File: src/rtl/core/assert_macros.svh
// Assertion macros shared by the decoder core modules.
`ifndef ASSERT_MACROS_SVH
`define ASSERT_MACROS_SVH

// Check a property at every clock edge outside reset.
`define AST_CHECK(lbl, prop, msg) \
	lbl: assert property (@(posedge clk) disable iff (!arst_n) prop) \
		else $error(msg);

// Check that a condition is followed by a property in the next cycle.
`define AST_NEXT(lbl, cond, prop, msg) \
	lbl: assert property (@(posedge clk) disable iff (!arst_n) (cond) |=> (prop)) \
		else $error(msg);

`endif

File: src/rtl/core/afd_pkg.sv
// Shared types and constants of the ADPCM frame decoder core.
package afd_pkg;

	localparam int NP_DEFAULT   = 16;
	localparam int FRAME_BYTES  = 9;
	localparam int SHIFT_BASE   = 9;
	localparam int OUT_SHIFT    = 10;
	localparam int ACC_W        = 34;
	localparam int IN_TDATA_W   = 32;
	localparam int IN_TUSER_W   = 2;
	localparam int OUT_TDATA_W  = 16;
	localparam logic signed [15:0] SAT_MAX = 16'sd32767;
	localparam logic signed [15:0] SAT_MIN = -16'sd32767;

	// Request kinds carried on the input tuser
	typedef enum logic [1:0] {
		REQ_COEF  = 2'd0,
		REQ_HIST  = 2'd1,
		REQ_BYTE  = 2'd2,
		REQ_CLEAR = 2'd3
	} req_t;

	// Controller to datapath commands
	typedef struct packed {
		logic accept;
		logic rd0;
		logic rd1;
		logic mul1;
		logic sum;
		logic sat;
		logic nib_sel;
	} cmd_t;

	// Datapath to controller status
	typedef struct packed {
		logic data_byte;
		logic out_free;
	} stat_t;

endpackage

File: src/rtl/core/afd_ctrl.sv
// Sequencer that steps the datapath through the two samples of a data byte.
`include "assert_macros.svh"

module afd_ctrl
	import afd_pkg::*;
(
	input  logic  clk,
	input  logic  arst_n,
	input  logic  s_tvalid,
	output logic  s_tready,
	input  stat_t stat,
	output cmd_t  cmd
);

	typedef enum logic [2:0] {
		ST_IDLE,
		ST_RD0,
		ST_RD1,
		ST_MUL1,
		ST_SUM,
		ST_SAT
	} state_t;

	state_t state_q;
	logic   nib_q;

	// Decode commands from the current state
	always_comb begin
		cmd         = '0;
		cmd.nib_sel = nib_q;
		s_tready    = (state_q == ST_IDLE);
		case (state_q)
			ST_IDLE: cmd.accept = s_tvalid;
			ST_RD0:  cmd.rd0    = 1'b1;
			ST_RD1:  cmd.rd1    = 1'b1;
			ST_MUL1: cmd.mul1   = 1'b1;
			ST_SUM:  cmd.sum    = 1'b1;
			ST_SAT:  cmd.sat    = stat.out_free;
			default: cmd        = '0;
		endcase
	end

	// Advance the sequence; hold in the saturate step while the output is full
	always_ff @(posedge clk or negedge arst_n) begin
		if (!arst_n) begin
			state_q <= ST_IDLE;
			nib_q   <= 1'b0;
		end else begin
			case (state_q)
				ST_IDLE: begin
					if (s_tvalid && stat.data_byte) begin
						state_q <= ST_RD0;
						nib_q   <= 1'b0;
					end
				end
				ST_RD0:  state_q <= ST_RD1;
				ST_RD1:  state_q <= ST_MUL1;
				ST_MUL1: state_q <= ST_SUM;
				ST_SUM:  state_q <= ST_SAT;
				ST_SAT: begin
					if (stat.out_free) begin
						if (!nib_q) begin
							nib_q   <= 1'b1;
							state_q <= ST_RD0;
						end else begin
							state_q <= ST_IDLE;
						end
					end
				end
				default: state_q <= ST_IDLE;
			endcase
		end
	end

	`AST_CHECK(a_cmd_onehot, $onehot0({cmd.accept, cmd.rd0, cmd.rd1, cmd.mul1, cmd.sum, cmd.sat}), "more than one datapath command at once")
	`AST_CHECK(a_rd0_origin, cmd.rd0 |-> ($past(cmd.accept) || $past(cmd.sat)), "sample read started without a byte or a finished first sample")

endmodule

File: src/rtl/core/afd_dpath.sv
// Datapath: coefficient memory, history, frame position, MAC and output register.
`include "assert_macros.svh"

module afd_dpath
	import afd_pkg::*;
#(
	parameter int NUM_PREDICTORS = NP_DEFAULT
) (
	input  logic                   clk,
	input  logic                   arst_n,
	input  cmd_t                   cmd,
	output stat_t                  stat,
	input  logic [IN_TDATA_W-1:0]  s_tdata,
	input  logic [IN_TUSER_W-1:0]  s_tuser,
	output logic                   m_tvalid,
	input  logic                   m_tready,
	output logic [OUT_TDATA_W-1:0] m_tdata,
	output logic                   m_tuser,
	output logic                   m_tlast
);

	localparam int DEPTH = 2 * NUM_PREDICTORS;
	localparam int AW    = (DEPTH > 1) ? $clog2(DEPTH) : 1;
	localparam logic [5:0] DEPTH_L = 6'(DEPTH);
	localparam logic [4:0] NP_L    = 5'(NUM_PREDICTORS);

	// Unpack the input word
	logic        [4:0]  slot;
	logic signed [15:0] wval;
	logic        [7:0]  fbyte;
	req_t               req;

	assign slot  = s_tdata[4:0];
	assign wval  = s_tdata[20:5];
	assign fbyte = s_tdata[28:21];
	assign req   = req_t'(s_tuser);

	// Stored state
	logic signed [15:0] coef_mem [DEPTH];
	logic [DEPTH-1:0]   coef_vld_q;
	logic signed [15:0] hist_older_q;
	logic signed [15:0] hist_newer_q;
	logic [3:0]         pos_q;
	logic [4:0]         shift_q;
	logic [3:0]         pred_q;
	logic [7:0]         byte_q;
	logic               last_q;

	// Working registers
	logic signed [15:0]      rdata_q;
	logic                    rd_ok_q;
	logic signed [31:0]      prod_q;
	logic signed [ACC_W-1:0] acc_q;

	// Output register
	logic                    out_vld_q;
	logic signed [15:0]      sample_q;
	logic                    pair_q;
	logic                    fend_q;

	logic              slot_ok;
	logic              pred_ok;
	logic [4:0]        rd_slot;
	logic [AW-1:0]     rd_addr;
	logic              is_header;
	logic              is_data;
	logic              byte_last;
	logic signed [15:0] coef_eff;
	logic signed [15:0] mul_a;
	logic signed [31:0] mul_p;
	logic        [3:0]  nib;
	logic signed [ACC_W-1:0] nib_term;
	logic signed [ACC_W-1:0] acc_sh;
	logic signed [15:0] sat_val;

	assign slot_ok   = ({1'b0, slot} < DEPTH_L);
	assign pred_ok   = ({1'b0, pred_q} < NP_L);
	assign rd_slot   = {pred_q, cmd.rd1};
	assign rd_addr   = rd_slot[AW-1:0];
	assign is_header = (req == REQ_BYTE) && (pos_q == 4'd0);
	assign is_data   = (req == REQ_BYTE) && (pos_q != 4'd0);
	assign byte_last = (pos_q >= 4'(FRAME_BYTES - 1));

	assign stat.data_byte = is_data;
	assign stat.out_free  = !out_vld_q || m_tready;

	// Tap coefficient: arithmetic shift right by two, then doubled
	assign coef_eff = rd_ok_q ? {rdata_q[15], rdata_q[15:2], 1'b0} : 16'sd0;
	assign mul_a    = cmd.rd1 ? hist_older_q : hist_newer_q;
	assign mul_p    = 32'(mul_a) * 32'(coef_eff);

	// Scaled residual of the current nibble
	assign nib      = cmd.nib_sel ? byte_q[3:0] : byte_q[7:4];
	assign nib_term = ACC_W'(signed'(nib)) <<< shift_q;

	// Scale down and saturate
	assign acc_sh = acc_q >>> OUT_SHIFT;
	always_comb begin
		if (acc_sh > ACC_W'(SAT_MAX)) begin
			sat_val = SAT_MAX;
		end else if (acc_sh < ACC_W'(SAT_MIN)) begin
			sat_val = SAT_MIN;
		end else begin
			sat_val = acc_sh[15:0];
		end
	end

	// Coefficient memory: write on request, read one tap per step
	always_ff @(posedge clk) begin
		if (cmd.accept && req == REQ_COEF && slot_ok) begin
			coef_mem[slot[AW-1:0]] <= wval;
		end
		if (cmd.rd0 || cmd.rd1) begin
			rdata_q <= coef_mem[rd_addr];
			rd_ok_q <= pred_ok && coef_vld_q[rd_addr];
		end
	end

	// Mark written slots; unwritten slots read as zero
	always_ff @(posedge clk or negedge arst_n) begin
		if (!arst_n) begin
			coef_vld_q <= '0;
		end else if (cmd.accept && req == REQ_COEF && slot_ok) begin
			coef_vld_q[slot[AW-1:0]] <= 1'b1;
		end
	end

	// Frame position, header fields and history
	always_ff @(posedge clk or negedge arst_n) begin
		if (!arst_n) begin
			hist_older_q <= '0;
			hist_newer_q <= '0;
			pos_q        <= '0;
			shift_q      <= '0;
			pred_q       <= '0;
		end else if (cmd.accept) begin
			case (req)
				REQ_HIST: begin
					if (slot == 5'd0) begin
						hist_older_q <= wval;
					end else if (slot == 5'd1) begin
						hist_newer_q <= wval;
					end
				end
				REQ_CLEAR: begin
					hist_older_q <= '0;
					hist_newer_q <= '0;
					pos_q        <= '0;
				end
				REQ_BYTE: begin
					if (is_header) begin
						shift_q <= {1'b0, fbyte[7:4]} + 5'(SHIFT_BASE);
						pred_q  <= fbyte[3:0];
						pos_q   <= 4'd1;
					end else begin
						pos_q <= byte_last ? 4'd0 : pos_q + 4'd1;
					end
				end
				default: ;
			endcase
		end else if (cmd.sat) begin
			hist_older_q <= hist_newer_q;
			hist_newer_q <= sat_val;
		end
	end

	// Data byte and multiply-accumulate
	always_ff @(posedge clk) begin
		if (cmd.accept && is_data) begin
			byte_q <= fbyte;
			last_q <= byte_last;
		end
		if (cmd.rd1 || cmd.mul1) begin
			prod_q <= mul_p;
		end
		if (cmd.rd1) begin
			acc_q <= nib_term;
		end else if (cmd.mul1 || cmd.sum) begin
			acc_q <= acc_q + ACC_W'(prod_q);
		end
	end

	// Output register: load a sample, drop it once taken
	always_ff @(posedge clk or negedge arst_n) begin
		if (!arst_n) begin
			out_vld_q <= 1'b0;
		end else if (cmd.sat) begin
			out_vld_q <= 1'b1;
		end else if (m_tready) begin
			out_vld_q <= 1'b0;
		end
	end

	always_ff @(posedge clk) begin
		if (cmd.sat) begin
			sample_q <= sat_val;
			pair_q   <= cmd.nib_sel;
			fend_q   <= cmd.nib_sel && last_q;
		end
	end

	assign m_tvalid = out_vld_q;
	assign m_tdata  = sample_q;
	assign m_tuser  = pair_q;
	assign m_tlast  = fend_q;

	`AST_CHECK(a_no_overwrite, cmd.sat |-> (!out_vld_q || m_tready), "sample loaded over an untaken word")
	`AST_NEXT(a_hist_follows, cmd.sat, (out_vld_q && hist_newer_q == sample_q), "history does not track the sample sent")
	`AST_CHECK(a_pos_range, pos_q < 4'(FRAME_BYTES), "frame position out of range")

endmodule

File: src/rtl/core/adpcm_frame_decoder_core.sv
// ADPCM frame decoder: usage
//
// Input stream (s_*): one word per item. s_tuser is the request kind (write
// coefficient, set history, frame byte, clear history). A frame is a header
// byte followed by eight data bytes; each data byte yields two samples.
// Output stream (m_*): one 16-bit sample per word, m_tuser marks the second
// sample of a byte, m_tlast the sixteenth sample of a frame.
// Sequencing: writes, clears and headers are taken in the idle state. A data
// byte is accepted, then each of its two samples steps through two coefficient
// reads from the single-port table, two products through one 16x16 multiplier,
// a sum and a saturate; the saturate step loads each sample into the output
// register on m_*.
// Reset clears history, frame position, header fields and marks every
// coefficient slot as zero. When the receiver stalls, the held sample stays
// on m_* and the sequencer waits in its saturate step; a new input word is
// taken once the second sample of the previous byte is in the output register.
module adpcm_frame_decoder_core
	import afd_pkg::*;
#(
	parameter int NUM_PREDICTORS = NP_DEFAULT
) (
	input  logic                   clk,
	input  logic                   arst_n,
	input  logic                   s_tvalid,
	output logic                   s_tready,
	input  logic [IN_TDATA_W-1:0]  s_tdata,  // slot_index[4:0], write_value[20:5], frame_byte[28:21], zero
	input  logic [IN_TUSER_W-1:0]  s_tuser,  // req_type[1:0]
	output logic                   m_tvalid,
	input  logic                   m_tready,
	output logic [OUT_TDATA_W-1:0] m_tdata,  // sample[15:0]
	output logic                   m_tuser,  // pair_last[0]
	output logic                   m_tlast   // frame_end
);

	cmd_t  cmd;
	stat_t stat;

	// Sequencer
	afd_ctrl u_ctrl (
		.clk      (clk),
		.arst_n   (arst_n),
		.s_tvalid (s_tvalid),
		.s_tready (s_tready),
		.stat     (stat),
		.cmd      (cmd)
	);

	// Datapath
	afd_dpath #(
		.NUM_PREDICTORS (NUM_PREDICTORS)
	) u_dpath (
		.clk      (clk),
		.arst_n   (arst_n),
		.cmd      (cmd),
		.stat     (stat),
		.s_tdata  (s_tdata),
		.s_tuser  (s_tuser),
		.m_tvalid (m_tvalid),
		.m_tready (m_tready),
		.m_tdata  (m_tdata),
		.m_tuser  (m_tuser),
		.m_tlast  (m_tlast)
	);

endmodule

File: config.mk
export PLATFORM = sky130hd
export DESIGN_NAME = adpcm_frame_decoder_core
export DESIGN_NICKNAME = d
export VERILOG_FILES = /design/src/rtl/core/afd_pkg.sv /design/src/rtl/core/afd_ctrl.sv /design/src/rtl/core/afd_dpath.sv /design/src/rtl/core/adpcm_frame_decoder_core.sv
export VERILOG_INCLUDE_DIRS = /design/src /design/src/rtl/core
export SDC_FILE = /design/constraint.sdc
export NUM_CORES = 2
export LEC_CHECK = 0
export BUFFER_PORTS_ARGS = -buffer_cell sky130_fd_sc_hd__buf_2
export CAP_MARGIN = 0
export CORE_MARGIN = 4
export CORE_UTILIZATION = 55
export DETAILED_ROUTE_END_ITERATION = 10
export GPL_ROUTABILITY_DRIVEN = 0
export PLACE_DENSITY = 0.8
export SLEW_MARGIN = 15
export SYNTH_ARGS = -nofsm -noshare
export SYNTH_HDL_FRONTEND = slang
export SYNTH_HIERARCHICAL = 1
export SYNTH_SLANG_ARGS = --single-unit
File: constraint.sdc
create_clock -name clk -period 10.9 [get_ports clk]
set_clock_uncertainty 0.15 [all_clocks]
set_input_delay 1.09 -clock clk [delete_from_list [all_inputs] [get_ports clk]]
set_output_delay 1.09 -clock clk [all_outputs]
set_load 0.01 [all_outputs]
==> results.yml <==
status:
  status: "completed"
worst_setup_path:
  endpoint_kind: "flip-flop"
  cp-start-kind: "flip-flop"
  cp.required_ns: 11.10
  cpMaxStageDelayCell: "mux2i_1"
  worstPathArrival_ns: 8.59
  worstPathCellList: "nor3b_4, buf_12, mux2i_1, nor2_1, fa_1, inv_1, fa_1, inv_1, fa_1, fa_1, fa_1, inv_1, fa_1, inv_1, ha_1, a21o_1, a21oi_1, o21ai_0, a31oi_1, o211ai_1, a31o_2, a21oi_1, xnor2_1"
  slowest_delay_ns: 1.16
  crit_fanout: 111
  path_class: "reg -> reg"
  cpMostUsedCell: "fa_1"
clock_tree:
  root_buffer: "clkbuf_16"
  cts_buffers: 66
  cts.clk_slew.worst_paths_ns: 0.06
  post_cts_resized: 0
  cts_setup_buffers: 0
  clock_sinks: 636
  clock_latency_ns: 0.62
  cts_buffer_depth: 3
  cts_hold_buf: 0
  cts_tree: "built"
  htreeDepth: 3
timing:
  worst_slew_pin_slew_ns: 1.36
  fmax_mhz: 119
  final.setup.tns_ns: 0
  finalHoldViolCount: 0
  finalCritPeriodShare_pct: 77.0
  rsz0062_at_grt: "false"
  final.setup.worst_slack_ns: 2.51
  maxSlewViolCount: 0
  fin_crit_ns: 8.39
  setup_violations: 0
  relSlewSlack_pct: 6.89
synth:
  yosysTopAreaCellShare_pct: 46.4
  synth_top_family_by_area: "adder cells"
  synth_fp_nets: 2978
  yosysSeqAreaShare_pct: 52.2
  ys_ff_latch: 636
  yosys.area.top_type: "edfxtp_1"
  synth_most_common_cell: "edfxtp_1"
  synthXorXnorAreaFrac_pct: 1.39
  postSynthAreaPerCell_sq_um: 13.9
  synth.distinct_cells: 77
  synthAdderAreaFrac_pct: 17.4
  synth-simple-area-share_pct: 7.55
  synth_commonest_cells: "554 x edfxtp_1, 283 x inv_1, 280 x nor2_1"
  synthCells: 2584
  ys_async_sr_fraction_pct: 12.9
  synth_edf_count: 554
  yosysWarnings: 6
  synth.cell_area_sq_um: 35800
  synthTopCellsByArea: "edfxtp_1 46%, fa_1 13%, mux4_2 9.6%, dfrtp_1 5.7%, ha_1 4.2%"
  synth_ff_type: "edfxtp_1"
  synthMuxAreaShare_pct: 11.3
  synth-compound-area-share_pct: 5.92
global_route:
  grt_max_degree: 112
  antenna_found_initial: 2
  grt_usage_pct: 25.1
  grt_pass1_wl_microns: 135000
  grt_pass1_vias: 23200
  overflow: 0
drt:
  drt_iter0_drc: 2694
  drc_errors: 0
  viasPerCell: 6.25
  wirelength_microns: 86500
  route.antenna.remaining_nets: 0
  dr.pass1.iters: 5
  dr.max_layer_used: "met5"
  vias: 22300
  route.met3.wl_microns: 7670
  wl_met2_microns: 42700
  wire_per_inst_microns: 24.3
  wl_met1_microns: 32200
layout:
  drive_gt1_share_pct: 16.9
  final_cells: 3564
  nets: 3048
  area_growth_syn_to_layout_pct: 10.3
floorplan:
  die_h_microns: 263
  start_util_pct: 55.6
  rows: 93
  ios: 58
  die_w_microns: 263
  coreArea_sq_um: 64500
  dieArea_sq_um: 69300
run:
  cap_violations: 0
placement:
  dpl.hpwl_microns: 58500
  io_buffer_count: 54
  place_inst: 3440
  dpl_worst_slack_ns: 2.71
hold_path:
  min_path_type: "in -> async"
==> registers in the layout, indices dropped and copies added, names as in the netlist <==
name,cells
u_dpath/m_tuser,1
u_dpath/m_tdata,16
u_dpath/coef_mem,448
u_dpath/coef_vld_q,32
u_dpath/prod_q,31
u_dpath/m_tvalid,1
u_dpath/rdata_q,14
u_dpath/shift_q,5
u_dpath/byte_q,8
u_dpath/hist_older_q,16
u_ctrl/state_q,3
u_dpath/m_tlast,1
u_dpath/pred_q,4
u_dpath/rd_ok_q,1
u_dpath/hist_newer_q,16
u_dpath/last_q,1
u_ctrl/nib_q,1
u_dpath/pos_q,4
u_dpath/acc_q,33
==> cells in the final DEF (no fill, tap or decap), types with 7 or more instances in the layout <==
cell,n
nand3_1,23
bufinv_16,11
edfxtp_1,554
nand2_1,174
xor2_1,14
o21bai_1,9
o22ai_1,14
fa_1,237
dfrtp_1,80
or2_2,38
o21ai_0,46
clkbuf_16,66
buf_4,47
mux4_2,152
nand2b_1,12
a22oi_1,32
a31oi_1,16
o21a_1,8
inv_1,283
a21o_1,27
mux2i_1,21
clkinv_2,14
nor2_1,280
clkinv_1,13
or3_1,9
and2_1,16
nor2b_1,8
buf_2,53
nand4_1,8
o211ai_1,7
ha_1,119
a21oi_1,105
nor3_1,11
a211oi_1,13
xnor2_1,43
mux2_2,37
==> worst max-delay path, delay by kind of cell (launching register included) <==
family	cells	cell delay, ns
flip-flops	1	0.56
buffers and inverters	5	0.69
adder cells (fa/ha/maj)	7	3.34
multiplexers	1	1.16
AO/OA/AOI/OAI	7	1.54
AND/OR/NAND/NOR	2	0.48
XOR/XNOR	1	0.12
==> path summary, 6_finish.rpt <==
check / start / endpoint / slack [ns] / cells past startpoint
setup / recovery: u_ctrl/state_q[1] / u_dpath/prod_q[29] / 2.51 / 23
hold / removal: arst_n / u_dpath/coef_vld_q[11] / 0.26 / 1
setup reg to reg: u_ctrl/state_q[1] / u_dpath/prod_q[29] / 2.51 / 23
hold reg to reg: u_dpath/coef_vld_q[18] / u_dpath/coef_vld_q[18] / 0.31 / 1
max in group asynchronous: arst_n / u_dpath/pred_q[0] / 9.09 / 2
min in group clk: u_dpath/coef_vld_q[18] / u_dpath/coef_vld_q[18] / 0.31 / 1
==> per-layer routing <==
metal,up-vias,GRT usage [%]
met1,11300,33.9
met4,4,9.50
li1,9394,-
met2,1286,41.3
met5,-,0
met3,254,4.49
==> logic make-up (layout without fill, tap and decap cells) <==
family | after synthesis | after routing
multiplexers | 210 | 210
flip-flops | 636 | 636
XOR/XNOR | 57 | 57
adder cells (fa/ha/maj) | 356 | 356
AO/OA/AOI/OAI | 329 | 329
AND/OR/NAND/NOR | 611 | 611
buffers and inverters | 385 | 509
other | 0 | 1
==> area by class of cell <==
cell class              count  area (sq um)
fillers                  4607         25000
flip-flops and latches    636         18700
multi-input cells        1563         15600
clock buffers              75          1720
inverters                 285          1070
well taps                 855          1070
repair buffers            102           658
clock inverters            47           654
diodes                      1          2.50
==> stage by stage <==
stage / hold WS [ns] / util, % / area (sq um)
detailed placement: 0.297 / 57.5 / 37100
global route: 0.263 / 61.3 / 39500
CTS: 0.243 / 61.2 / 39500
global placement: 0.295 / 57.5 / 37100
floorplan: 0.284 / - / 35800
finish: 0.256 / 61.3 / 39500
Power is not shown: default switching activity piles up to over one toggle a cycle in this logic, so the estimate is an artifact.
